==> src/hw/rtl/sbsk_pkg.sv <==
`default_nettype none
// ============================================================================
// sbsk_pkg
// Shared types and constants for the scaled, mirrored, color-keyed sprite
// blitter: register codes, the configuration bundle and the item sideband.
// ============================================================================

package sbsk_pkg;

    // Default store geometry; the top level may override it by parameter.
    localparam int MAX_SPRITE_W_DEF = 128;
    localparam int MAX_SPRITE_H_DEF = 128;

    // Transparent color key and the fixed-point position of the zoom factor.
    localparam logic [7:0] KEY_COLOR  = 8'hFF;
    localparam int         ZOOM_SHIFT = 8;

    // Divider geometry: an 11 bit offset scaled by 256 over an 11 bit zoom.
    localparam int OFS_W     = 11;
    localparam int ZOOM_W    = 11;
    localparam int DIV_NUM_W = OFS_W + ZOOM_SHIFT;

    localparam int CFG_IDX_W  = 3;
    localparam int CFG_DATA_W = 11;

    typedef enum logic [CFG_IDX_W-1:0] {
        REG_ORIGIN_X      = 3'd0,
        REG_ORIGIN_Y      = 3'd1,
        REG_SPRITE_WIDTH  = 3'd2,
        REG_SPRITE_HEIGHT = 3'd3,
        REG_MIRROR_MODE   = 3'd4,
        REG_ZOOM_FACTOR   = 3'd5,
        REG_SCREEN_WIDTH  = 3'd6,
        REG_SCREEN_HEIGHT = 3'd7
    } reg_idx_t;

    // Configuration as seen by the datapath. The origins are two's complement.
    typedef struct packed {
        logic [10:0]       origin_x;
        logic [10:0]       origin_y;
        logic [7:0]        sprite_width;
        logic [7:0]        sprite_height;
        logic              mirror_mode;
        logic [ZOOM_W-1:0] zoom_factor;
        logic [9:0]        screen_width;
        logic [9:0]        screen_height;
    } cfg_t;

    // Sideband that travels with an item from the geometry stages onward.
    typedef struct packed {
        logic       is_draw;
        logic       in_rect;
        logic [9:0] cx;
        logic [9:0] cy;
        logic [7:0] pix;
        logic [7:0] w;
        logic [7:0] h;
    } item_t;

endpackage

`default_nettype wire

==> src/hw/rtl/sbsk_div.sv <==
`default_nettype none
// ============================================================================
// sbsk_div
// Pipelined restoring divider, one quotient bit per stage, with an X and a
// Y lane sharing the zoom factor as divisor and carrying the item sideband.
// ============================================================================

module sbsk_div (
    input  wire logic                            clk,
    input  wire logic                            rst_n,
    input  wire logic                            adv,
    input  wire logic [sbsk_pkg::ZOOM_W-1:0]     divisor,
    input  wire logic                            in_valid,
    input  wire sbsk_pkg::item_t                 in_item,
    input  wire logic [sbsk_pkg::DIV_NUM_W-1:0]  in_num_x,
    input  wire logic [sbsk_pkg::DIV_NUM_W-1:0]  in_num_y,
    output logic                                 out_valid,
    output sbsk_pkg::item_t                      out_item,
    output logic [sbsk_pkg::DIV_NUM_W-1:0]       out_quo_x,
    output logic [sbsk_pkg::DIV_NUM_W-1:0]       out_quo_y
);
    import sbsk_pkg::*;

    localparam int NW = DIV_NUM_W;
    localparam int RW = ZOOM_W;

    // Partial remainder and the numerator word that fills with quotient bits.
    typedef struct packed {
        logic [RW-1:0] rem;
        logic [NW-1:0] nq;
    } dstep_t;

    function automatic dstep_t div_step(input dstep_t cur, input logic [RW-1:0] d);
        dstep_t      res;
        logic [RW:0] trial;
        logic        qbit;
        trial = {cur.rem, cur.nq[NW-1]};
        qbit  = (trial >= {1'b0, d});
        if (qbit)
        begin
            trial = trial - {1'b0, d};
        end
        res.rem = trial[RW-1:0];
        res.nq  = {cur.nq[NW-2:0], qbit};
        return res;
    endfunction

    logic   v_reg    [NW];
    item_t  item_reg [NW];
    dstep_t x_reg    [NW];
    dstep_t y_reg    [NW];
    dstep_t x_next   [NW];
    dstep_t y_next   [NW];

    always_comb
    begin
        x_next[0] = div_step('{rem: '0, nq: in_num_x}, divisor);
        y_next[0] = div_step('{rem: '0, nq: in_num_y}, divisor);
        for (int s = 1; s < NW; s++)
        begin
            x_next[s] = div_step(x_reg[s-1], divisor);
            y_next[s] = div_step(y_reg[s-1], divisor);
        end
    end

    always_ff @(posedge clk or negedge rst_n)
    begin
        if (!rst_n)
        begin
            for (int s = 0; s < NW; s++)
            begin
                v_reg[s] <= 1'b0;
            end
        end
        else if (adv)
        begin
            v_reg[0] <= in_valid;
            for (int s = 1; s < NW; s++)
            begin
                v_reg[s] <= v_reg[s-1];
            end
        end
    end

    always_ff @(posedge clk)
    begin
        if (adv)
        begin
            item_reg[0] <= in_item;
            for (int s = 1; s < NW; s++)
            begin
                item_reg[s] <= item_reg[s-1];
            end
            for (int s = 0; s < NW; s++)
            begin
                x_reg[s] <= x_next[s];
                y_reg[s] <= y_next[s];
            end
        end
    end

    assign out_valid = v_reg[NW-1];
    assign out_item  = item_reg[NW-1];
    assign out_quo_x = x_reg[NW-1].nq;
    assign out_quo_y = y_reg[NW-1].nq;

endmodule

`default_nettype wire

==> config.mk <==
export PLATFORM = sky130hd
export DESIGN_NAME = sbsk_div
export DESIGN_NICKNAME = d
export VERILOG_FILES = /design/src/hw/rtl/sbsk_pkg.sv /design/src/hw/rtl/sbsk_div.sv
export SDC_FILE = /design/constraint.sdc
export NUM_CORES = 2
export LEC_CHECK = 0
export ABC_CLOCK_PERIOD_IN_PS = 4000
export BUFFER_PORTS_ARGS = -buffer_cell sky130_fd_sc_hd__buf_4
export CAP_MARGIN = 5
export CORE_MARGIN = 1.5
export CORE_UTILIZATION = 30
export CTS_BUF_LIST = sky130_fd_sc_hd__clkbuf_16
export DETAILED_ROUTE_END_ITERATION = 7
export PLACE_DENSITY_LB_ADDON = 0.15
export SLEW_MARGIN = 30
export SYNTH_ARGS = -nofsm -noshare
export SYNTH_HDL_FRONTEND = slang
export SYNTH_SLANG_ARGS = --single-unit
export TNS_END_PERCENT = 100
==> constraint.sdc <==
create_clock -name clk -period 4 [get_ports clk]
set_input_delay 0.8 -clock clk [delete_from_list [all_inputs] [get_ports clk]]
set_output_delay 0.8 -clock clk [all_outputs]
set_load 0.01 [all_outputs]
==> impl_metrics.yaml <==
power:
  combPwrFrac_pct: 27.0
  p_int_mw: 49.0
  peakVddDrop_mv: 0.367
  clkPwrFrac_pct: 30.5
  leakagePower_nw: 36.0
  power_density_nw_per_um2: 703
  switchingPower_mw: 19.8
  p_seq_share_pct: 42.4
  swShare_pct: 28.7
finish:
  fin_nets: 6068
  syn_to_final_growth_pct: 19.0
  drive_above_1_share_pct: 15.5
  stdcell_count: 9296
  fill_cells: 25323
  largest_reg_flops: 874
  final_util_pct: 36.0
setup_path:
  arrival_ns: 3.51
  setup.worst_path.end_class: "flop"
  critPathKind: "reg -> reg"
  path_max_fanout: 10
  rr_worst_depth: 10
  critPathRequiredTime_ns: 4.61
  rrSetupSlack_ns: 1.11
  start_kind: "flop"
  r2r_start: "x_reg[6][18]"
  worstReg2RegEnd: "x_reg[7][29]"
detailed_routing:
  drcViolationCount: 0
  wl_per_cell_um: 16.5
  via_per_inst: 4.49
  drt-initial-drc-count: 2685
  firstDrtPassIters: 5
  ant_nets: 0
  via_count: 41761
  finalWirelength_um: 153000
logic_synthesis:
  synth_top_area_share_pct: 72.8
  synth.yosys.warnings: 0
  synth_area_leader_cell: "edfxtp_1"
  postSynthCellCount: 4933
  ys_ff_latch: 2011
  synth_nets: 5466
  ys.flop_type: "edfxtp_1"
  synth_cell_types: 70
  synth.area.top_cells: "edfxtp_1 (73%), ha_1 (6.1%), a21oi_1 (1.9%), mux2_1 (1.8%), xnor2_1 (1.7%)"
  synth_area_um2: 82200
  async_reset_ff_share_pct: 0.945
  synth_edf_count: 1992
  syn_area_per_cell_um2: 16.7
  ys_seq_area_share_pct: 73.4
timing:
  worst_pin_slew_ns: 0.805
  finalSetupViolCount: 0
  period_share_pct: 72.3
  timing.fmax_ghz: 0.346
  slew_violations: 0
  post-route-min-period_ns: 2.89
  hold_violations: 0
  grt_setup_unrepaired: "no"
  relSlewSlack_pct: 46.4
  fin_skew_ns: 0.0285
  setup_tns_ns: 0
  layout_setup_ws_ns: 1.11
flow_run:
  max_cap_violations: 0
worst_hold_path:
  hold_start: "in_item[32]"
  hold_depth: 1
  min_to: "item_reg[0][32]"
  worstHoldPathType: "in -> reg"
floorplan:
  rows: 191
  die_area_um2: 277000
  pin_count: 184
  die-height_um: 526
  initial_core_util_pct: 30.2
  die_w_um: 526
  coreArea_um2: 272000
run_status:
  status: "complete, no violations"
place:
  hpwl_um: 96700
  dp_slack_ns: 0.220
  portBuffers: 183
  globalplace.congestion: 0.831
  dpl.cell_count: 8845
clocking:
  cts_tree: "yes"
  clock-root-buffer: "clkbuf_16"
  cts.sink_count: 2011
  path_clk_slew_ns: 0.06
  cts_buffer_depth: 4
  clock_latency_ns: 0.87
  h-tree-depth: 4
  cts-buffers-inserted: 229
global_route:
  grtUsageTotal_pct: 10.9
  gr-total-overflow: 0
  grt_max_degree: 104
  antenna_found_initial: 6
  grt_pass1_vias: 42319
  grt_pass1_wl_um: 240000
==> critical path: stages (launching register included) <==
cell      delay [ns]
edfxtp_1        0.41
inv_1           0.08
ha_1            0.21
fa_1            0.41
nor2b_1         0.16
o21ai_2         0.07
nand2_1         0.12
a41oi_1         0.06
o21bai_1        0.15
a41o_1          0.59
mux2_2          0.40
==> placed cells by master (no fill, tap or decap), drive strengths merged, types with 25 or more instances in the layout <==
master,netlist,final
xor2,76,76
nand3,31,31
xnor2,157,157
fa,34,34
a31oi,36,36
a21o,68,68
nand4,25,25
clkinv,0,106
mux2,251,251
o21ai,276,276
nand2b,40,40
ha,400,400
and3,25,25
bufinv,0,31
o211ai,45,45
nand2,310,310
nand3b,32,32
edfxtp,1992,1992
dlygate4sd3,0,29
nor2b,60,60
nor2,175,175
a21oi,316,316
mux2i,64,64
a41o,26,26
buf,34,389
inv,182,221
clkbuf,13,229
==> per-stage QoR <==
stage               power [mW]  instance area, um^2  hold slack [ns]
detailed placement        48.3                89900            0.405
global route              73.2                97800           0.0184
CTS                       70.0                97800        0.0000595
floorplan                 42.9                82200            0.400
global placement          48.1                89900            0.400
finish                    68.8                97800            0.111
==> final cells by class <==
type / instances / area [um^2] / share of cell area [%]
Antenna cell: 2 / 5.00 / 0.00512
Timing Repair Buffer: 418 / 3940 / 4.03
Tap cell: 3570 / 4470 / 4.57
Clock inverter: 191 / 1860 / 1.90
Inverter: 182 / 683 / 0.698
Clock buffer: 229 / 5730 / 5.86
Sequential cell: 2011 / 60300 / 61.6
Multi-Input combinational cell: 2693 / 20800 / 21.3
==> power by group through the flow <==
stage / registers (mW) / clock network (mW) / logic, mW
3_5_place_dp: 29.7 / 0 / 18.6
5_1_grt: 29.5 / 22.8 / 20.9
3_3_place_gp: 29.7 / 0 / 18.3
2_1_floorplan: 28.8 / 0 / 14.0
6_report: 29.2 / 21.0 / 18.6
4_1_cts: 29.3 / 22.0 / 18.8
==> synth_stat cells, types with 22 or more instances <==
cell type     n
edfxtp_1   1992
ha_1        400
a21oi_1     315
nand2_1     310
o21ai_0     236
inv_1       181
nor2_1      175
xnor2_1     157
mux2_1      129
xor2_1       76
mux2_2       74
a21o_1       68
mux2i_1      64
nor2b_1      59
mux2_4       48
o211ai_1     44
nand2b_1     40
a31oi_1      36
fa_1         34
o21ai_1      33
nand3b_1     32
nand3_1      31
a41o_1       26
and3_1       25
a211oi_1     24
nand4_1      24
buf_6        22
==> metal layers <==
layer / GRT usage [%] / vias to the layer above / part of all wire [%]
li1: - / 20416 / -
met4: 3.72 / 0 / 3.0
met1: 14.6 / 20383 / 47
met3: 2.09 / 313 / 3.9
met5: 0 / - / 0
met2: 17.5 / 649 / 46
==> how the worst max path moves through the flow <==
stage,startpoint,end,slack (ns),cells after the start
after global routing,x_reg[6][18],x_reg[7][21],0.97,10
after global placement,divisor[0],x_reg[7][21],0.18,10
after CTS,x_reg[6][18],x_reg[7][21],1.05,10
after floorplan,divisor[2],y_reg[14][28],0.55,9
after detailed placement,divisor[0],x_reg[7][21],0.22,10
final,x_reg[6][18],x_reg[7][29],1.11,10
==> what timing repair did <==
| action | 4_1_cts | 5_1_grt |
|---|---|---|
| gates resized for setup | 0 | 0 |
| endpoints found under the hold margin | 47 | 0 |
| buffers inserted | 0 | 0 |
| endpoints found under the setup margin | 0 | 0 |
| hold buffers | 29 | 0 |
==> kinds of logic (layout without fill, tap and decap cells) <==
group / after synthesis / count (layout) / synth area share [%]
other: 0 / 2 / 0
buffers and inverters: 229 / 1020 / 1.28
flip-flops: 2011 / 2011 / 73.4
AND/OR/NAND/NOR: 782 / 782 / 4.50
XOR/XNOR: 233 / 233 / 2.48
adder cells (fa/ha/maj): 434 / 434 / 6.92
AO/OA/AOI/OAI: 929 / 929 / 7.02
multiplexers: 315 / 315 / 4.44
(Power assumes the default switching activity.)
