--- config.mk ---
export PLATFORM = sky130hd
export DESIGN_NAME = sbsk_geom
export DESIGN_NICKNAME = d
export VERILOG_FILES = /design/src/hw/rtl/sbsk_pkg.sv /design/src/hw/rtl/sbsk_geom.sv
export SDC_FILE = /design/constraint.sdc
export NUM_CORES = 1
export LEC_CHECK = 0
export ABC_AREA = 1
export BUFFER_PORTS_ARGS = -buffer_cell sky130_fd_sc_hd__buf_2
export CORE_MARGIN = 2
export CORE_UTILIZATION = 53
export CTS_CLUSTER_SIZE = 8
export DETAILED_ROUTE_END_ITERATION = 6
export PLACE_DENSITY = 0.78
export SYNTH_ARGS = -nofsm -noshare
export SYNTH_HDL_FRONTEND = slang
export SYNTH_SLANG_ARGS = --single-unit
--- constraint.sdc ---
create_clock -name clk -period 1.36 [get_ports clk]
set_input_delay 0.272 -clock clk [delete_from_list [all_inputs] [get_ports clk]]
set_output_delay 0.272 -clock clk [all_outputs]
set_load 0.05 [all_outputs]
--- src/hw/rtl/sbsk_pkg.sv ---
`default_nettype none
// ============================================================================
// sbsk_pkg
// Shared types and constants for the scaled, mirrored, color-keyed sprite
// blitter: register codes, the configuration bundle and the item sideband.
// ============================================================================

package sbsk_pkg;

    // Default store geometry; the top level may override it by parameter.
    localparam int MAX_SPRITE_W_DEF = 128;
    localparam int MAX_SPRITE_H_DEF = 128;

    // Transparent color key and the fixed-point position of the zoom factor.
    localparam logic [7:0] KEY_COLOR  = 8'hFF;
    localparam int         ZOOM_SHIFT = 8;

    // Divider geometry: an 11 bit offset scaled by 256 over an 11 bit zoom.
    localparam int OFS_W     = 11;
    localparam int ZOOM_W    = 11;
    localparam int DIV_NUM_W = OFS_W + ZOOM_SHIFT;

    localparam int CFG_IDX_W  = 3;
    localparam int CFG_DATA_W = 11;

    typedef enum logic [CFG_IDX_W-1:0] {
        REG_ORIGIN_X      = 3'd0,
        REG_ORIGIN_Y      = 3'd1,
        REG_SPRITE_WIDTH  = 3'd2,
        REG_SPRITE_HEIGHT = 3'd3,
        REG_MIRROR_MODE   = 3'd4,
        REG_ZOOM_FACTOR   = 3'd5,
        REG_SCREEN_WIDTH  = 3'd6,
        REG_SCREEN_HEIGHT = 3'd7
    } reg_idx_t;

    // Configuration as seen by the datapath. The origins are two's complement.
    typedef struct packed {
        logic [10:0]       origin_x;
        logic [10:0]       origin_y;
        logic [7:0]        sprite_width;
        logic [7:0]        sprite_height;
        logic              mirror_mode;
        logic [ZOOM_W-1:0] zoom_factor;
        logic [9:0]        screen_width;
        logic [9:0]        screen_height;
    } cfg_t;

    // Sideband that travels with an item from the geometry stages onward.
    typedef struct packed {
        logic       is_draw;
        logic       in_rect;
        logic [9:0] cx;
        logic [9:0] cy;
        logic [7:0] pix;
        logic [7:0] w;
        logic [7:0] h;
    } item_t;

endpackage

`default_nettype wire

--- src/hw/rtl/sbsk_geom.sv ---
`default_nettype none
// ============================================================================
// sbsk_geom
// Two geometry stages: scaled sprite size and origin offsets, then the
// clipped-rectangle test and the scaled numerators for the divider.
// ============================================================================

module sbsk_geom #(
    parameter int MAX_SPRITE_W = sbsk_pkg::MAX_SPRITE_W_DEF,
    parameter int MAX_SPRITE_H = sbsk_pkg::MAX_SPRITE_H_DEF
) (
    input  wire logic                            clk,
    input  wire logic                            rst_n,
    input  wire logic                            adv,
    input  wire sbsk_pkg::cfg_t                  cfg,
    input  wire logic                            in_valid,
    input  wire logic                            op,
    input  wire logic [9:0]                      coord_x,
    input  wire logic [9:0]                      coord_y,
    input  wire logic [7:0]                      pixel_in,
    output logic                                 out_valid,
    output sbsk_pkg::item_t                      out_item,
    output logic [sbsk_pkg::DIV_NUM_W-1:0]       out_num_x,
    output logic [sbsk_pkg::DIV_NUM_W-1:0]       out_num_y
);
    import sbsk_pkg::*;

    localparam logic [10:0] MAX_W11 = 11'(MAX_SPRITE_W);
    localparam logic [10:0] MAX_H11 = 11'(MAX_SPRITE_H);
    localparam int          PROD_W  = ZOOM_W + 8;

    // Stage one registers.
    logic               g1_v_reg;
    item_t              g1_item_reg, g1_item_next;
    logic [OFS_W:0]     g1_ox_reg, g1_ox_next;
    logic [OFS_W:0]     g1_oy_reg, g1_oy_next;
    logic [10:0]        g1_dw_reg, g1_dw_next;
    logic [10:0]        g1_dh_reg, g1_dh_next;

    // Stage two registers.
    logic                 g2_v_reg;
    item_t                g2_item_reg, g2_item_next;
    logic [DIV_NUM_W-1:0] g2_nx_reg, g2_nx_next;
    logic [DIV_NUM_W-1:0] g2_ny_reg, g2_ny_next;

    logic [PROD_W-1:0] prod_w;
    logic [PROD_W-1:0] prod_h;
    logic              in_x;
    logic              in_y;

    always_comb
    begin
        g1_item_next.is_draw = op;
        g1_item_next.in_rect = 1'b0;
        g1_item_next.cx      = coord_x;
        g1_item_next.cy      = coord_y;
        g1_item_next.pix     = pixel_in;
        // Sizes above the store geometry saturate to it.
        g1_item_next.w = ({3'b000, cfg.sprite_width} > MAX_W11) ? MAX_W11[7:0]
                                                                : cfg.sprite_width;
        g1_item_next.h = ({3'b000, cfg.sprite_height} > MAX_H11) ? MAX_H11[7:0]
                                                                 : cfg.sprite_height;

        prod_w = PROD_W'(cfg.zoom_factor) * PROD_W'(g1_item_next.w);
        prod_h = PROD_W'(cfg.zoom_factor) * PROD_W'(g1_item_next.h);
        g1_dw_next = prod_w[PROD_W-1:ZOOM_SHIFT];
        g1_dh_next = prod_h[PROD_W-1:ZOOM_SHIFT];

        // Offsets from the unclipped origin, 12 bit two's complement.
        g1_ox_next = {2'b00, coord_x} - {cfg.origin_x[10], cfg.origin_x};
        g1_oy_next = {2'b00, coord_y} - {cfg.origin_y[10], cfg.origin_y};
    end

    always_comb
    begin
        // Left and top clipping reduce to a non-negative offset because the
        // screen coordinate itself is never negative.
        in_x = !g1_ox_reg[OFS_W] && (g1_ox_reg[OFS_W-1:0] < g1_dw_reg)
               && (g1_item_reg.cx < cfg.screen_width);
        in_y = !g1_oy_reg[OFS_W] && (g1_oy_reg[OFS_W-1:0] < g1_dh_reg)
               && (g1_item_reg.cy < cfg.screen_height);

        g2_item_next         = g1_item_reg;
        g2_item_next.in_rect = g1_item_reg.is_draw && in_x && in_y
                               && (cfg.zoom_factor != '0);
        g2_nx_next = {g1_ox_reg[OFS_W-1:0], ZOOM_SHIFT'(0)};
        g2_ny_next = {g1_oy_reg[OFS_W-1:0], ZOOM_SHIFT'(0)};
    end

    always_ff @(posedge clk or negedge rst_n)
    begin
        if (!rst_n)
        begin
            g1_v_reg <= 1'b0;
            g2_v_reg <= 1'b0;
        end
        else if (adv)
        begin
            g1_v_reg <= in_valid;
            g2_v_reg <= g1_v_reg;
        end
    end

    always_ff @(posedge clk)
    begin
        if (adv)
        begin
            g1_item_reg <= g1_item_next;
            g1_ox_reg   <= g1_ox_next;
            g1_oy_reg   <= g1_oy_next;
            g1_dw_reg   <= g1_dw_next;
            g1_dh_reg   <= g1_dh_next;
            g2_item_reg <= g2_item_next;
            g2_nx_reg   <= g2_nx_next;
            g2_ny_reg   <= g2_ny_next;
        end
    end

    assign out_valid = g2_v_reg;
    assign out_item  = g2_item_reg;
    assign out_num_x = g2_nx_reg;
    assign out_num_y = g2_ny_reg;

endmodule

`default_nettype wire

==> flow_summary.toml, run 1 <==
[run_status]
status = "finished with violations"
violations = "setup timing"

[synth]
yosys.area.top_type = "edfxtp_1"
synthArstFlopShare = 0.0124
synth.most_common_cell = "inv_1"
syn_area_sq_mm = 0.0127
synth-edff-count = 159
synth-seq-area-share = 0.381
synthTopCellsByCount = "inv_1 (296), nand2_1 (240), edfxtp_1 (159)"
synth_cells = 1322
synthTopCellsByArea = "edfxtp_1 (38%), fa_1 (17%), ha_1 (13%)"
synthDistinctLibCells = 38
synth_top_area_share = 0.377
yosysWarnings = 0
syn_area_per_cell_sq_um = 9.58
dominantRegCellSynth = "edfxtp_1"
synth-seq-cells = 161

[global_route]
grt_overflow_total = 0
grt_usage = 0.255
grt_first_pass_wirelength_microns = 49700
grt_pass1_vias = 10400
grt_antenna_before_repair = 0
grt_max_degree = 43

[route]
wl_per_cell_microns = 15.6
drtPass1Iterations = 7
via_per_inst = 5.02
ant_nets = 0
vias = 10400
drtIter0Drc = 536
wl_microns = 32400
route.detailed.drc = 0

[sta]
finalCritPeriodShare = 2.95
rsz0062_at_grt = "yes"
fmax_ghz = 0.249
finalMaxSlewViolations = 0
hold_viol_final = 0
report.final.setup_viol = 23
fin_ws_ns = -2.65
fin_crit_ns = 4.01
skew_ns = 0.0118

[floorplan]
initial_utilization = 0.540
die_y_microns = 159
rows = 56
pin_count = 188
fp.dieArea_sq_mm = 0.0251
die_w_microns = 159
core_area_sq_mm = 0.0235

[placement]
post-place-cells = 2006
dp_hpwl_microns = 25300
gp_congestion = 0.909
port_buffers = 170

[worst_setup_path]
cp_max_fo = 5
rrSetupSlack_ns = -0.34
timing.critical_path.from_type = "input port"
worstRegToRegCells = 8
cp_data_arrival_time_ns = 4.19
worstPathRequired_ns = 1.54
end_kind = "register"
critPathKind = "input port to register"

[layout]
stdcell_count = 2079
drive_gt1_frac = 0.426
syn_to_final_growth_pct = 42.8
seq_area_sq_mm = 0.00482
largest_reg_flops = 46
nNetsFinal = 2088
utilization = 0.770
multi_input_area_sq_mm = 0.00797
num_antenna_cells = 0
fillerInstances = 1529

[power]
peakVddDrop_v = 0.000830
p_leak_nw = 8.91
powerDensity_mw_per_mm2 = 1270

[clock_tree]
root_buffer = "clkbuf_16"
clk_latency_ns = 0.42
clk_path_buf_depth = 2
h-tree-depth = 4
cts.sinks = 161
cts_tree = "done"
cts_inserted_buffers = 17
cts.reportedPaths.clkPinSlew_ns = 0.08

[flow_run]
maxCapViolCount = 0

[hold_path]
holdPathStages = 1
hold_path.class = "input port to register"
==> per-stage QoR <==
stage / power, mW / instance area, sq um / setup TNS, ns / hold slack (ns) / setup slack [ns]
final: 22.9 / 18100 / -55.36 / 0.0294 / -2.65
after global routing: 24.3 / 18100 / -58.50 / 0.0123 / -2.80
after CTS: 21.5 / 17300 / -54.38 / 0.0164 / -2.59
after detailed placement: 15.7 / 16200 / -72.70 / 0.0617 / -3.15
after global placement: 15.4 / 16200 / -71.05 / 0.0560 / -3.12
after floorplan: 12.4 / 13500 / -58.79 / -0.0236 / -2.88
==> critical path, cell delays in order <==
cell and delay [ns]:
buf_8 0.10, nor2_4 0.11, nand2_4 0.06, o21ai_4 0.17, nand2_4 0.12, inv_6 0.10, nand2_4 0.05, fa_2 0.53
inv_2 0.04, fa_2 0.43, fa_1 0.51, inv_1 0.05, fa_1 0.49, inv_2 0.05, ha_4 0.23, nand2_2 0.07
nand2_2 0.08, a31oi_4 0.20, o21ai_1 0.10, a21oi_1 0.18, nand2_1 0.09, nand2_1 0.08, nand2_1 0.07
==> routing by layer <==
layer	GRT usage	up-vias	share of wire
li1	-	5002	-
met5	0	-	0
met1	0.330	5036	0.43
met4	0.0682	0	0.022
met3	0.0376	54	0.048
met2	0.449	337	0.50
==> repair_timing <==
item	4_1_cts	5_1_grt
resized for setup	109	140
buffers inserted	19	23
hold endpoints to repair	2	0
setup endpoints to repair	24	28
pin swaps	77	91
hold buffers	1	0
==> final timing paths <==
| path | startpoint | to |
|---|---|---|
| hold / removal | pixel_in[7] | g1_item_reg[23]$_DFFE_PP_ |
| min in group asynchronous | rst_n | g1_v_reg$_DFFE_PN0P_ |
| setup / recovery | cfg[37] | g1_dh_reg[8]$_DFFE_PP_ |
| max in group asynchronous | rst_n | out_valid$_DFFE_PN0P_ |
| hold reg to reg | g1_item_reg[21]$_DFFE_PP_ | out_item[21]$_DFFE_PP_ |
| setup reg to reg | g1_oy_reg[10]$_DFFE_PP_ | out_item[44]$_DFFE_PP_ |
==> logic make-up after synthesis <==
| family | after synthesis | synth area share |
|---|---|---|
| and+or+nand+nor | 455 | 0.147 |
| buffers and inverters | 332 | 0.105 |
| adders and majority gates | 238 | 0.299 |
| DFF | 161 | 0.381 |
| AOI/OAI and AO/OA | 108 | 0.0499 |
| xor gates and xnor gates | 27 | 0.0187 |
| other | 1 | 0.000296 |
==> final cells by class <==
| cell class | count | share of cell area |
|---|---|---|
| tap | 319 | 0.0221 |
| multi-input combinational | 844 | 0.441 |
| timing repair buffer | 424 | 0.172 |
| clock inverter | 12 | 0.00699 |
| clock buffer | 20 | 0.0253 |
| inverter | 299 | 0.0662 |
| sequential | 161 | 0.267 |
==> cell usage in the layout (no fill, tap or decap), types with 28 or more instances in the layout <==
master / netlist / routed
a21oi_1: 56 / 28
buf_2: 2 / 149
buf_4: 16 / 223
buf_6: 2 / 33
edfxtp_1: 159 / 159
fa_1: 108 / 100
ha_1: 130 / 90
ha_4: 0 / 40
inv_1: 296 / 243
inv_2: 2 / 42
nand2_1: 240 / 168
nand2_2: 9 / 56
nor2_1: 143 / 101
==> power by group <==
part / internal [mW] / switching [mW] / total, mW
registers: 6.35 / 0.244 / 6.59
logic: 5.25 / 6.34 / 11.6
clock network: 2.67 / 2.10 / 4.77
No activity file was read; power rests on OpenSTA's default activity.
==> run 2, diff against run 1 <==
- CELL_PAD_IN_SITES_DETAIL_PLACEMENT: unset -> 1
- CELL_PAD_IN_SITES_GLOBAL_PLACEMENT: unset -> 1
- CORE_UTILIZATION: 53 -> 41
- CTS_CLUSTER_DIAMETER: unset -> 80
- PLACE_DENSITY: 0.78 -> unset
- PLACE_DENSITY_LB_ADDON: unset -> 0.1
- REMOVE_ABC_BUFFERS: unset -> 1
==> flow_summary.toml, run 2 (synthesis results as in run 1) <==
[worst_setup_path]
cp_slowest_cell = "fa_1"
end_kind = "register"
cp_cell_sequence = "buf_8 > nor2_4 > nand2_2 > o21ai_4 > nand2_2 > inv_4 > buf_4 > nand2_2 > fa_1 > inv_2 > fa_2 > fa_1 > inv_1 > fa_1 > inv_2 > ha_4 > nand2_4 > nand2_4 > a31oi_4 > o21ai_2 > a21oi_2 > buf_4 > nand3_1 > nand2_1"
worstPathRequired_ns = 1.57
critPathKind = "input port to register"
startpoint = "cfg[44]"
r2r-start = "g1_item_reg[33]$_DFFE_PP_"
worstRegToRegCells = 6
cp_data_arrival_time_ns = 4.18
slowest_delay_ns = 0.51
cp_max_fo = 4
timing.critical_path.from_type = "input port"
rrSetupSlack_ns = -0.34

[power]
peakVddDrop_v = 0.000820
p_total_mw = 23.4
p_leak_nw = 9.06
powerDensity_mw_per_mm2 = 1280

[floorplan]
rows = 64
pin_count = 188
die_y_microns = 180
initial_utilization = 0.415
core_area_sq_mm = 0.0305
fp.dieArea_sq_mm = 0.0323
die_w_microns = 180

[sta]
fin_ws_ns = -2.61
fin_crit_ns = 3.97
hold_viol_final = 0
timing.hold.ws_ns = 0.0187
report.final.setup_viol = 24
finalMaxSlewViolations = 0
fmax_ghz = 0.252
rsz0062_at_grt = "yes"
skew_ns = 0.00788
finalCritPeriodShare = 2.92

[layout]
syn_to_final_growth_pct = 45.0
drive_gt1_frac = 0.424
stdcell_count = 2182
nNetsFinal = 2114
utilization = 0.602
fillerInstances = 3365
largest_reg_flops = 46
num_antenna_cells = 0
most-common-layout-cells = "inv_1 (238), buf_4 (238), nand2_1 (170), edfxtp_1 (159), buf_2 (133)"

[clock_tree]
cts_tree = "done"
root_buffer = "clkbuf_16"
clk_latency_ns = 0.46
cts_inserted_buffers = 17
h-tree-depth = 4
clk_path_buf_depth = 2
cts.sinks = 161
cts.reportedPaths.clkPinSlew_ns = 0.07

[global_route]
grt_first_pass_wirelength_microns = 61800
grt_antenna_before_repair = 0
grt_overflow_total = 0
grt_pass1_vias = 11800
grt_usage = 0.243
grt_max_degree = 43

[run_status]
violations = "setup timing"
status = "finished with violations"

[route]
drtIter0Drc = 348
ant_nets = 0
via_per_inst = 4.85
route.detailed.drc = 0
drtPass1Iterations = 4
wl_per_cell_microns = 18.0
vias = 10600
wl_microns = 39200

[placement]
pre_cts_slack_ns = -3.43
gp_congestion = 0.853
port_buffers = 170
post-place-cells = 2101
dp_hpwl_microns = 28800

[hold_path]
holdCritStartpoint = "coord_y[9]"
holdPathStages = 1
hold_path.class = "input port to register"

[flow_run]
maxCapViolCount = 0
==> run 2: cell types whose count changed in the layout (fill, tap and decap cells not counted), moves of 5 or more <==
cell,before,now
inv_1,243,238
dlygate4sd3_1,1,22
buf_6,33,39
ha_1,90,97
buf_4,223,238
buf_2,149,133
ha_4,40,31
inv_2,42,54
==> run 2: area by class of cell <==
| class | instances | area (sq um) | area share |
|---|---|---|---|
| multi-input cells | 844 | 7930 | 0.432 |
| clock inverters | 15 | 161 | 0.00879 |
| inverters | 299 | 1140 | 0.0621 |
| flip-flops and latches | 161 | 4820 | 0.263 |
| clock buffers | 17 | 425 | 0.0232 |
| well taps | 396 | 495 | 0.0270 |
| repair buffers | 450 | 3380 | 0.184 |
==> run 2: routing by layer <==
metal	wire [microns]	track usage	up-vias
met5	0	0	-
met4	759	0.0771	0
met3	1120	0.0259	49
met2	20500	0.446	217
met1	16800	0.299	5260
li1	-	-	5056
==> run 2: timing repair <==
item	4_1_cts	5_1_grt
setup buffers	27	9
pin swaps	162	93
setup endpoints to repair	36	46
endpoints found under the hold margin	23	0
gates resized for setup	293	154
hold buffers	22	0
==> run 2: path summary, 6_finish.rpt <==
check,to
max in group asynchronous,g1_v_reg$_DFFE_PN0P_
max,g1_dw_reg[8]$_DFFE_PP_
min reg2reg,out_item[8]$_DFFE_PP_
min in group asynchronous,out_valid$_DFFE_PN0P_
max reg2reg,out_item[44]$_DFFE_PP_
min,g1_item_reg[33]$_DFFE_PP_
==> run 2: worst max-delay path: cells and delay by family <==
kind | cells | cell delay (ns)
and+or+nand+nor | 8 | 0.58
AOI/OAI and AO/OA | 4 | 0.53
adders and majority gates | 5 | 2.24
buffers and inverters | 7 | 0.57
==> run 2: power breakdown <==
group          internal (mW)  switching, mW  total [mW]
Sequential              6.34          0.267        6.61
Clock                   2.47           2.44        4.91
Combinational           5.22           6.71        11.9
==> run 2: stage by stage <==
| stage | TNS (ns) | area [sq um] |
|---|---|---|
| after floorplan | -67.27 | 12500 |
| after global placement | -77.22 | 15700 |
| after detailed placement | -79.79 | 15700 |
| after CTS | -54.24 | 17700 |
| after global routing | -58.24 | 18400 |
| final | -54.91 | 18400 |
