### config.mk
export PLATFORM = sky130hd
export DESIGN_NAME = sbsk_cfg_regs
export DESIGN_NICKNAME = d
export VERILOG_FILES = /design/src/hw/rtl/sbsk_pkg.sv /design/src/hw/rtl/sbsk_cfg_regs.sv
export SDC_FILE = /design/constraint.sdc
export NUM_CORES = 1
export LEC_CHECK = 0
export BUFFER_PORTS_ARGS = -buffer_cell sky130_fd_sc_hd__buf_4
export CORE_UTILIZATION = 45
export CTS_CLUSTER_DIAMETER = 120
export DETAILED_ROUTE_END_ITERATION = 16
export GPL_TIMING_DRIVEN = 0
export PLACE_DENSITY = 0.73
export SYNTH_ARGS = -nofsm -noshare
export SYNTH_HDL_FRONTEND = slang
export SYNTH_SLANG_ARGS = --single-unit
### constraint.sdc
create_clock -name clk -period 0.9 [get_ports clk]
set_clock_uncertainty 0.2 [all_clocks]
set_input_delay 0.135 -clock clk [delete_from_list [all_inputs] [get_ports clk]]
set_output_delay 0.135 -clock clk [all_outputs]
set_load 0.01 [all_outputs]
### src/hw/rtl/sbsk_pkg.sv
`default_nettype none
// ============================================================================
// sbsk_pkg
// Shared types and constants for the scaled, mirrored, color-keyed sprite
// blitter: register codes, the configuration bundle and the item sideband.
// ============================================================================

package sbsk_pkg;

    // Default store geometry; the top level may override it by parameter.
    localparam int MAX_SPRITE_W_DEF = 128;
    localparam int MAX_SPRITE_H_DEF = 128;

    // Transparent color key and the fixed-point position of the zoom factor.
    localparam logic [7:0] KEY_COLOR  = 8'hFF;
    localparam int         ZOOM_SHIFT = 8;

    // Divider geometry: an 11 bit offset scaled by 256 over an 11 bit zoom.
    localparam int OFS_W     = 11;
    localparam int ZOOM_W    = 11;
    localparam int DIV_NUM_W = OFS_W + ZOOM_SHIFT;

    localparam int CFG_IDX_W  = 3;
    localparam int CFG_DATA_W = 11;

    typedef enum logic [CFG_IDX_W-1:0] {
        REG_ORIGIN_X      = 3'd0,
        REG_ORIGIN_Y      = 3'd1,
        REG_SPRITE_WIDTH  = 3'd2,
        REG_SPRITE_HEIGHT = 3'd3,
        REG_MIRROR_MODE   = 3'd4,
        REG_ZOOM_FACTOR   = 3'd5,
        REG_SCREEN_WIDTH  = 3'd6,
        REG_SCREEN_HEIGHT = 3'd7
    } reg_idx_t;

    // Configuration as seen by the datapath. The origins are two's complement.
    typedef struct packed {
        logic [10:0]       origin_x;
        logic [10:0]       origin_y;
        logic [7:0]        sprite_width;
        logic [7:0]        sprite_height;
        logic              mirror_mode;
        logic [ZOOM_W-1:0] zoom_factor;
        logic [9:0]        screen_width;
        logic [9:0]        screen_height;
    } cfg_t;

    // Sideband that travels with an item from the geometry stages onward.
    typedef struct packed {
        logic       is_draw;
        logic       in_rect;
        logic [9:0] cx;
        logic [9:0] cy;
        logic [7:0] pix;
        logic [7:0] w;
        logic [7:0] h;
    } item_t;

endpackage

`default_nettype wire

### src/hw/rtl/sbsk_cfg_regs.sv
`default_nettype none
// ============================================================================
// sbsk_cfg_regs
// Configuration register file; every write transaction completes at once.
// ============================================================================

module sbsk_cfg_regs (
    input  wire logic                             clk,
    input  wire logic                             rst_n,
    input  wire logic                             cfg_valid,
    output logic                                  cfg_ready,
    input  wire logic [sbsk_pkg::CFG_IDX_W-1:0]   cfg_index,
    input  wire logic [sbsk_pkg::CFG_DATA_W-1:0]  cfg_data,
    output sbsk_pkg::cfg_t                        cfg
);
    import sbsk_pkg::*;

    cfg_t cfg_reg;
    cfg_t cfg_next;

    assign cfg_ready = 1'b1;
    assign cfg       = cfg_reg;

    always_comb
    begin
        cfg_next = cfg_reg;
        if (cfg_valid)
        begin
            case (reg_idx_t'(cfg_index))
                REG_ORIGIN_X:      cfg_next.origin_x      = cfg_data[10:0];
                REG_ORIGIN_Y:      cfg_next.origin_y      = cfg_data[10:0];
                REG_SPRITE_WIDTH:  cfg_next.sprite_width  = cfg_data[7:0];
                REG_SPRITE_HEIGHT: cfg_next.sprite_height = cfg_data[7:0];
                REG_MIRROR_MODE:   cfg_next.mirror_mode   = cfg_data[0];
                REG_ZOOM_FACTOR:   cfg_next.zoom_factor   = cfg_data[ZOOM_W-1:0];
                REG_SCREEN_WIDTH:  cfg_next.screen_width  = cfg_data[9:0];
                REG_SCREEN_HEIGHT: cfg_next.screen_height = cfg_data[9:0];
                default:           cfg_next = cfg_reg;
            endcase
        end
    end

    always_ff @(posedge clk or negedge rst_n)
    begin
        if (!rst_n)
        begin
            cfg_reg.origin_x      <= 11'd0;
            cfg_reg.origin_y      <= 11'd0;
            cfg_reg.sprite_width  <= 8'd128;
            cfg_reg.sprite_height <= 8'd128;
            cfg_reg.mirror_mode   <= 1'b0;
            cfg_reg.zoom_factor   <= 11'd256;
            cfg_reg.screen_width  <= 10'd320;
            cfg_reg.screen_height <= 10'd200;
        end
        else
        begin
            cfg_reg <= cfg_next;
        end
    end

endmodule

`default_nettype wire

==> summary.md, run 1 <==
| Metric | Value |
|---|---|
| WS Path Type | `flip-flop to primary output` |
| Detailed Place HPWL | `around 3800 microns` |
| CP max stage cell | `dfstp_2` |
| H-tree levels | `3` |
| Hold Crit Class | `primary input to asynchronous set/reset pin` |
| Core box area | `around 5900 sq um` |
| Post-route ant nets | `0` |
| Met2 usage | `about 36%` |
| Mean Syn Cell Area | `between 15 and 20 sq um` |
| Initial antenna violation count | `0` |
| Drt initial violations | `roughly 110` |
| First-pass DRT Iterations | `4` |
| PD cells | `around 2300 nW/um^2` |
| Final min period | `about 1.3 ns` |
| Max Root-Sink Buffers | `2` |
| Critical path capture point type | `primary output` |
| Setup crit start | `cfg[28]$_DFFE_PN1P_` |
| Max FO, Critical Path | `2` |
| DR vias/cell | `4.990` |
| # DRC | `0` |
| Wire per inst | `19.81 microns` |
| CTS Sinks | `70` |
| Die span in x | `about 80 microns` |
| Worst Max-Slew Pin Slew | `around 0.88 ns` |
| Worst slack at placement | `-0.5875 ns` |
| Unique masters post-synth | `15` |
| Most common cell after layout, fill and taps aside | `buf_6` |
| Sequential share of the synthesized area | `between 60% and 70%` |
| DR vias | `roughly 1900` |
| CP peak stage delay | `~0.57 ns` |
| Final net count | `between 300 and 400` |
| Worst path bufs/invs | `1` |
| Top Family by Delay on Critical Path | `flip-flops` |
| Area Overhead vs Synth | `72.87%` |
| Fin cells | `about 380` |
| Total CTS buffers | `9` |
| Cells after synthesis | `between 150 and 200` |
| Hold_ws | `-0.3076 ns` |
| Startpoint types | `flip-flop` |
| # placed instances | `between 300 and 400` |
| Worst-case vdd ir drop | `between 0.001 and 0.0015 V` |
| Site Rows | `28` |
| FILL cells | `just over 300` |
| Worst path required time | `between 0.5 and 0.6 ns` |
| Met1 Resource Use GR | `30.12%` |
| LEAKAGE | `roughly 2.3 nW` |
| First-pass GRT wire length | `around 10000 microns` |
| TritonCTS clock tree | `done` |
| Worst Slack Setup Final | `-0.4499 ns` |
| MaxCap Viol Count | `0` |
| Layout cells sized above 1 | `around four fifths` |
| Status | `complete, but fails checks` |
| Met3 GRT Util | `between 5 and 6%` |
| Commonest non-fill, non-tap cells in the layout | `buf_6, dfrtp_1, mux2_4, buf_4, mux2_2` |
| Antenna cells | `0` |
| Max reg flops | `70` |
| Most Crowded Layer GR | `met2` |
| Final setup vio count | `between 100 and 150` |
| Final max-slew violation count | `0` |
| Syn. warnings | `0` |
| Hold Vio Cnt, Final | `132` |
| Gp weighted congestion | `roughly 0.67` |
| Final core utilization | `around 81%` |
| Syn_nets | `between 150 and 200` |
| Cell chain of the critical path | `buf_6` |
| Gr ovfl total | `0` |
| Die area | `~6400 sq um` |
| IO Port Bufs | `a little over 80` |
| IO Count | `88` |
| Mapped Area | `roughly 2800 sq um` |
| Failing checks | `hold timing, setup timing` |
| Total Wirelength | `7586 microns` |
| Worst rel slew slack | `about two fifths` |
| FF+latch count, synth | `70` |
| GRT Resource Usage Total | `a little under a quarter` |
| Max Clk Rate | `0.7408 GHz` |
| Setup TNS | `-33.69 ns` |
| Largest net degree at the start of global routing | `71` |
| Worst skew pair latency | `between 0.3 and 0.4 ns` |
| Worst R2R Start | `cfg[67]$_DFFE_PN0P_` |
| Tcrit/Tclk final | `150.0%` |
| Crit path arrival time | `between 1 and 1.5 ns` |
| RSZ-0062 raised after global routing | `yes` |
| Total Power | `approximately 11 mW` |
| Starting Density | `a little under half` |
| Root Driver | `clkbuf_8` |
| Vias in the first global route | `1910` |
| Die height | `about 80 microns` |
| Clock-pin slew on the worst setup and hold paths | `around 0.070 ns` |
[what timing repair did]
item / in CTS / in global routing
setup buffers: 32 / 17
cloned: 2 / 3
setup endpoints to repair: 140 / 140
pin swaps: 4 / 3
resized for setup: 106 / 36
endpoints found under the hold margin: 132 / 132
[where the power goes]
| part | internal [mW] | switching [mW] | total [mW] |
|---|---|---|---|
| logic | 2.71 | 1.20 | 3.92 |
| clock network | 1.63 | 1.15 | 2.78 |
| registers | 3.90 | 0.583 | 4.49 |
| total | 8.25 | 2.93 | 11.2 |
[final timing paths]
kind	end	cells past startpoint	slack [ns]
min in group clk	cfg[58]$_DFFE_PN0P_	2	-0.15
worst max register to register	cfg[67]$_DFFE_PN0P_	2	-0.22
worst min register to register	cfg[17]$_DFFE_PN0P_	1	0.34
worst max-delay path	cfg[28]	1	-0.45
max in group asynchronous	cfg[63]$_DFFE_PN0P_	1	0.21
worst min-delay path	cfg[64]$_DFFE_PN0P_	1	-0.31
[Yosys cell counts]
| cell type | number | area share, % |
|---|---|---|
| buf_4 | 2 | 0.54 |
| conb_1 | 1 | 0.14 |
| buf_6 | 2 | 0.82 |
| and4bb_2 | 2 | 0.91 |
| nand4b_2 | 1 | 0.54 |
| mux2_4 | 10 | 5.4 |
| nor4b_4 | 1 | 0.86 |
| dfrtp_1 | 62 | 56 |
| dfstp_2 | 8 | 7.6 |
| nand4_2 | 1 | 0.45 |
| mux2_1 | 1 | 0.41 |
| nand4b_1 | 2 | 0.64 |
| nor4bb_1 | 1 | 0.36 |
| buf_2 | 5 | 0.91 |
| mux2_2 | 59 | 24 |
[kinds of logic (layout without fill, tap and decap cells)]
logic type	count (synthesis)	after routing	synth area share [%]
and+or+nand+nor	8	8	3.766
DFF	70	70	63.88
muxes	70	70	29.95
other	1	1	0.1360
buffers and inverters	9	159	2.268
[area by class of cell]
type	instances	area, sq um	area share (%)
Sequential cell	70	1762	36.96
Multi-Input combinational cell	79	1124	23.57
Tap cell	75	93.84	1.969
Buffer	9	123.9	2.598
Clock inverter	4	70.07	1.470
Clock buffer	12	145.1	3.045
Timing Repair Buffer	134	1449	30.39
[per-stage QoR]
step,hold slack [ns],area (sq um)
after floorplan,-0.3606,2868
after global placement,0.1027,3585
after detailed placement,0.1065,3585
after CTS,-0.2716,4479
after global routing,-0.2389,4767
final,-0.3076,4767
[per-layer routing]
metal  up-vias  wire (microns)  part of all wire, %
met3         9             336                  4.4
li1        856               -                    -
met4         0              57                 0.75
met2        67            3904                   51
met1       979            3288                   43
met5         -               0                    0
No activity file was read; power rests on OpenSTA's default activity.
==> inputs of run 2 (changes only) <==
SKIP_CTS_REPAIR_TIMING = 1   (was unset)
==> run 2 against run 1 <==
Net effect:
- via count shrank 3.6%
- sequential cell count did not move
- sequential share of layout area is 1.6 points higher
- the run still ends with hold timing, setup timing left
- total power shrank 3.3%
- die area unchanged
- fmax rose by 2.3%
- global-route usage is 2.9 points lower
==> summary.md, run 2 (synthesis gave the netlist of run 1 again) <==
| Metric | Value |
|---|---|
| Area occupied by multi-input gates | `1124 sq um (unchanged)` |
| Core box area | `5921 sq um (unchanged)` |
| Total CTS buffers | `9 (unchanged)` |
| First-pass DRT Iterations | `4 (unchanged)` |
| Commonest non-fill, non-tap cells in the layout | `buf_6, dfrtp_1, mux2_4, buf_4, mux2_2 (unchanged)` |
| Worst Reg-to-Reg Cells | `2 (unchanged)` |
| Reg2reg setup slack | `-0.22 ns (about the same)` |
| Hold Crit Class | `primary input to asynchronous set/reset pin (unchanged)` |
| Comb pwr share | `33.2% (was 35.0%)` |
| CP peak stage delay | `0.55 ns (was 0.57 ns)` |
| CTS Sinks | `70 (unchanged)` |
| Final net count | `304 (was 320)` |
| Part of the power in registers | `41.3% (was 40.1%)` |
| DR vias/cell | `5.019 (was 4.990)` |
| IO Port Bufs | `83 (unchanged)` |
| Final min period | `1.319 ns (was 1.350 ns)` |
| Worst-case vdd ir drop | `0.001482 V (was 0.001408 V)` |
| DR vias | `1842 (was 1911)` |
| Die area | `6445 sq um (unchanged)` |
| Critical path capture point type | `primary output (unchanged)` |
| Final core utilization | `77.09% (was 80.52%)` |
| Worst skew pair latency | `0.33 ns (was 0.34 ns)` |
| Failing checks | `hold timing, setup timing (unchanged)` |
| LEAKAGE | `2.230 nW (was 2.341 nW)` |
| Wire per inst | `18.79 microns (was 19.81 microns)` |
| Cell Int Power | `8.016 mW (was 8.248 mW)` |
| Die span in x | `80.28 microns (unchanged)` |
| FILL cells | `346 (was 308)` |
| H-tree levels | `3 (unchanged)` |
| Die height | `80.28 microns (unchanged)` |
| Gr ovfl total | `0 (unchanged)` |
| Clock power frac | `25.5% (was 24.8%)` |
| Crit path arrival time | `0.98 ns (was 1.01 ns)` |
| Worst rel slew slack | `41.82% (was 41.66%)` |
| Final Instance Area | `4564 sq um (was 4767 sq um)` |
| Starting Density | `46.58% (unchanged)` |
| Cell chain of the critical path | `buf_6 (unchanged)` |
| Drt initial violations | `102 (was 107)` |
| Final max-slew violation count | `0 (unchanged)` |
| Largest net degree at the start of global routing | `71 (unchanged)` |
| First-pass GRT wire length | `9025 microns (was 10390 microns)` |
| Register Area | `1762 sq um (unchanged)` |
| Max Clk Rate | `0.7580 GHz (was 0.7408 GHz)` |
| Worst Slack Setup Final | `-0.4192 ns (was -0.4499 ns)` |
| Site Rows | `28 (unchanged)` |
| GRT Resource Usage Total | `19.84% (was 22.72%)` |
| PD cells | `2370 nW/um^2 (was 2345 nW/um^2)` |
| CP max stage cell | `dfstp_2 (unchanged)` |
| Switch share | `25.89% (was 26.22%)` |
| Startpoint types | `flip-flop (unchanged)` |
| Placed cell area | `3585 sq um (unchanged)` |
| Worst path required time | `0.56 ns (about the same)` |
| WS Path Type | `flip-flop to primary output (unchanged)` |
| Max Root-Sink Buffers | `2 (unchanged)` |
| Layout cells sized above 1 | `77.05% (was 78.25%)` |
| Status | `complete, but fails checks (unchanged)` |
| # DRC | `0 (unchanged)` |
| Hold Vio Cnt, Final | `132 (unchanged)` |
| Top Family by Delay on Critical Path | `flip-flops (unchanged)` |
| Tcrit/Tclk final | `146.6% (was 150.0%)` |
| Clock-pin slew on the worst setup and hold paths | `0.07 ns (about the same)` |
| Worst Max-Slew Pin Slew | `0.8728 ns (was 0.8751 ns)` |
| Vias in the first global route | `1668 (was 1910)` |
| Initial antenna violation count | `0 (unchanged)` |
| Total Wirelength | `6895 microns (was 7586 microns)` |
| MaxCap Viol Count | `0 (unchanged)` |
| Psw | `2.800 mW (was 2.931 mW)` |
| IO Count | `88 (unchanged)` |
| Gp weighted congestion | `0.6663 (unchanged)` |
| RR Endpoint | `cfg[49]$_DFFE_PN0P_ (was cfg[67]$_DFFE_PN0P_)` |
| Post-route ant nets | `0 (unchanged)` |
| TritonCTS clock tree | `done (unchanged)` |
| Most common cell after layout, fill and taps aside | `buf_6 (unchanged)` |
| Total Power | `10.82 mW (was 11.18 mW)` |
| Setup TNS | `-30.90 ns (was -33.69 ns)` |
| RSZ-0062 raised after global routing | `yes (unchanged)` |
| Antenna cells | `0 (unchanged)` |
| Final setup vio count | `140 (unchanged)` |
| Worst R2R Start | `cfg[49]$_DFFE_PN0P_ (was cfg[67]$_DFFE_PN0P_)` |
| Max FO, Critical Path | `2 (unchanged)` |
| Hold_ws | `-0.3102 ns (was -0.3076 ns)` |
| Worst path bufs/invs | `1 (unchanged)` |
| Max reg flops | `70 (unchanged)` |
| Area Overhead vs Synth | `65.52% (was 72.87%)` |
| Root Driver | `clkbuf_8 (unchanged)` |
| Detailed Place HPWL | `3800 microns (unchanged)` |
-- run 2: worst register-to-register path, delay by kind of cell, from the launching register on --
family   cells  cell delay (ns)
buf+inv      1             0.15
flops        1             0.41
mux          1             0.26
-- run 2: power groups by stage --
stage	Clock (mW)	Sequential, mW	Combinational [mW]
after floorplan	0	4.63	0.863
after global placement	0	4.32	2.52
after detailed placement	0	4.34	2.57
after CTS	2.81	4.30	2.57
after global routing	2.99	4.53	3.80
final	2.76	4.46	3.59
-- run 2: worst max path at each step --
stage	startpoint	cells after the start	end	slack (ns)
after floorplan	cfg_index[1]	4	cfg[60]$_DFFE_PN0P_	-0.45
after global placement	cfg_index[2]	4	cfg[62]$_DFFE_PN0P_	-0.58
after detailed placement	cfg_index[2]	4	cfg[68]$_DFFE_PN0P_	-0.59
after CTS	cfg[28]$_DFFE_PN1P_	1	cfg[28]	-0.44
after global routing	cfg[39]$_DFFE_PN1P_	1	cfg[39]	-0.46
final	cfg[18]$_DFFE_PN1P_	1	cfg[18]	-0.42
-- run 2: cell type report --
class / count / share of cell area, %
multi-input combinational: 79 / 24.62
sequential: 70 / 38.60
clock inverter: 4 / 1.535
clock buffer: 12 / 3.180
tap: 75 / 2.056
timing repair buffer: 118 / 27.22
buffer: 9 / 2.796
-- run 2: per-layer routing --
layer  GRT usage [%]  part of all wire (%)  vias up
met5               0                     0        -
met3           5.000                   5.1        8
met4           10.18                   1.3        0
li1                -                     -      816
met1           28.10                    45      949
met2           28.03                    48       69
-- run 2: through the flow --
stage | cells | worst slack [ns]
after global placement | 316 | -0.5777
after floorplan | 158 | -0.4506
final | 367 | -0.4192
after detailed placement | 316 | -0.5875
after global routing | 367 | -0.4609
after CTS | 332 | -0.4430
==> inputs of run 3 (changes only) <==
CORE_UTILIZATION = 54   (was 45)
PLACE_DENSITY = 0.82   (was 0.73)
clock period = 1.69 ns   (was 0.9 ns; I/O delays follow)
==> run 3 against run 2 <==
Net effect:
- the run ends with hold timing left
- worst setup slack improved by 0.66 ns
- via count fell by 7.2%
- global-route usage rose by 3.7 points
- design area shrank 17%
- first-iteration DRC count decreased by 35%
- critical path depth stayed put
- final cell count shrank 9.3%
- combinational power decreased by 64%
- clock-buffer cell count is 1 higher
- critical path type unchanged
- clock power is 44% lower
- sequential power down 49%
- critical endpoint is now cfg[7]
- routed wire length decreased by 16%
==> summary.md, run 3 (synthesis gave the netlist of run 1 again) <==
| Metric | Value |
|---|---|
| DR vias | `1710 (was 1842)` |
| Critical path capture point type | `primary output (unchanged)` |
| Worst skew pair latency | `0.34 ns (was 0.33 ns)` |
| TritonCTS clock tree | `done (unchanged)` |
| Startpoint types | `flip-flop (unchanged)` |
| Starting Density | `57.25% (was 46.58%)` |
| Final max-slew violation count | `0 (unchanged)` |
| Final net count | `278 (was 304)` |
| Layout cells sized above 1 | `71.05% (was 77.05%)` |
| Top Family by Delay on Critical Path | `flip-flops (unchanged)` |
| Hold Vio Cnt, Final | `3 (was 132)` |
| Most common cell after layout, fill and taps aside | `buf_4 (was buf_6)` |
| First-pass GRT wire length | `8914 microns (was 9025 microns)` |
| Die area | `5396 sq um (was 6445 sq um)` |
| # placed instances | `308 (was 316)` |
| Gr ovfl total | `0 (unchanged)` |
| Max reg flops | `70 (unchanged)` |
| Clock-pin slew on the worst setup and hold paths | `0.07 ns (about the same)` |
| Max Root-Sink Buffers | `2 (unchanged)` |
| Total Wirelength | `5759 microns (was 6895 microns)` |
| Area Overhead vs Synth | `37.39% (was 65.52%)` |
| CTS Sinks | `70 (unchanged)` |
| First-pass DRT Iterations | `4 (unchanged)` |
| Root Driver | `clkbuf_8 (unchanged)` |
| DR vias/cell | `5.135 (was 5.019)` |
| Site Rows | `25 (was 28)` |
| Worst path bufs/invs | `1 (unchanged)` |
| RSZ-0062 raised after global routing | `no (was yes)` |
| Hold Crit Class | `primary input to flip-flop (was primary input to asynchronous set/reset pin)` |
| LEAKAGE | `1.791 nW (was 2.230 nW)` |
| Die height | `73.46 microns (was 80.28 microns)` |
| Worst path required time | `1.24 ns (was 0.56 ns)` |
| IO Port Bufs | `83 (unchanged)` |
| Vias in the first global route | `1702 (was 1668)` |
| # DRC | `0 (unchanged)` |
| Die span in x | `73.46 microns (was 80.28 microns)` |
| Worst Max-Slew Pin Slew | `0.8408 ns (was 0.8728 ns)` |
| Crit path arrival time | `1.00 ns (was 0.98 ns)` |
| WS Path Type | `flip-flop to primary output (unchanged)` |
| Worst rel slew slack | `43.95% (was 41.82%)` |
| Gp weighted congestion | `0.7196 (was 0.6663)` |
| Wire per inst | `17.29 microns (was 18.79 microns)` |
| CP max stage cell | `dfstp_2 (unchanged)` |
| Worst-case vdd ir drop | `0.0007999 V (was 0.001482 V)` |
| Final min period | `between 1 and 1.5 ns` |
| IO Count | `88 (unchanged)` |
| Commonest non-fill, non-tap cells in the layout | `buf_4, dfrtp_1, mux2_2, clkbuf_8, mux2_4 (was buf_6, dfrtp_1, mux2_4, buf_4, mux2_2)` |
| CP peak stage delay | `0.54 ns (was 0.55 ns)` |
| Tcrit/Tclk final | `between 80 and 90%` |
| Status | `complete, but fails checks (unchanged)` |
| H-tree levels | `3 (unchanged)` |
| GRT Resource Usage Total | `23.52% (was 19.84%)` |
| Core box area | `4817 sq um (was 5921 sq um)` |
| Final setup vio count | `0 (was 140)` |
| Failing checks | `hold timing (was hold timing, setup timing)` |
| Max Clk Rate | `approximately 0.7 GHz` |
| Largest net degree at the start of global routing | `71 (unchanged)` |
| Drt initial violations | `66 (was 102)` |
| Antenna cells | `0 (unchanged)` |
| Hold_ws | `-0.01697 ns (was -0.3102 ns)` |
| Cell chain of the critical path | `buf_4 (was buf_6)` |
| Initial antenna violation count | `0 (unchanged)` |
| Max FO, Critical Path | `2 (unchanged)` |
| Post-route ant nets | `0 (unchanged)` |
| PD cells | `1357 nW/um^2 (was 2370 nW/um^2)` |
| Detailed Place HPWL | `3692 microns (was 3800 microns)` |
| Total CTS buffers | `9 (unchanged)` |
| MaxCap Viol Count | `0 (unchanged)` |
| Fin cells | `333 (was 367)` |
==> run 3: changes by cell type in the layout (fill, tap and decap cells not counted), sizes merged <==
cell | before | now
buf | 126 | 92
clkinv | 2 | 1
dlygate4sd3 | 0 | 9
==> run 3: final timing paths <==
check                                     from             endpoint  slack [ns]  cells after the start
min                                cfg_data[4]  cfg[63]$_DFFE_PN0P_       -0.02                      2
min reg2reg                cfg[63]$_DFFE_PN0P_  cfg[63]$_DFFE_PN0P_        0.29                      1
max                         cfg[7]$_DFFE_PN1P_               cfg[7]        0.24                      1
min in group asynchronous                rst_n  cfg[38]$_DFFE_PN0P_        0.35                      2
max in group asynchronous                rst_n  cfg[23]$_DFFE_PN0P_        0.38                      2
max reg2reg                cfg[33]$_DFFE_PN0P_  cfg[33]$_DFFE_PN0P_        0.71                      1
==> run 3: stage by stage <==
stage	worst slack [ns]	total power [mW]	cell area [sq um]	setup TNS (ns)	utilization (%)
2_1_floorplan	0.1415	2.856	2758	0	-
3_3_place_gp	0.02219	3.565	3465	0	71.92
3_5_place_dp	-0.007641	3.611	3465	-0.02627	71.92
4_1_cts	0.2233	5.172	3699	0	76.78
5_1_grt	0.1884	5.370	3789	0	78.65
6_report	0.2373	5.140	3789	0	78.65
==> run 3: layout make-up <==
type | count | area (sq um)
multi-input cells | 79 | 933.4
flip-flops and latches | 70 | 1762
well taps | 67 | 83.83
plain buffers | 9 | 62.56
clock inverters | 3 | 65.06
fillers | 325 | 1028
clock buffers | 13 | 168.9
repair buffers | 92 | 713.2
==> run 3: power by group <==
part	total, mW	internal, mW	switching, mW	leakage [nW]
clock network	1.55	0.951	0.603	0.120
registers	2.28	2.08	0.201	0.828
logic	1.31	0.791	0.518	0.843
==> run 3: per-layer routing <==
| metal | vias up | wire length [microns] | GRT usage [%] |
|---|---|---|---|
| met4 | 0 | 96 | 12.18 |
| met5 | - | 0 | 0 |
| met1 | 877 | 2375 | 29.33 |
| li1 | 768 | - | - |
| met3 | 9 | 328 | 6.859 |
| met2 | 56 | 2959 | 37.31 |
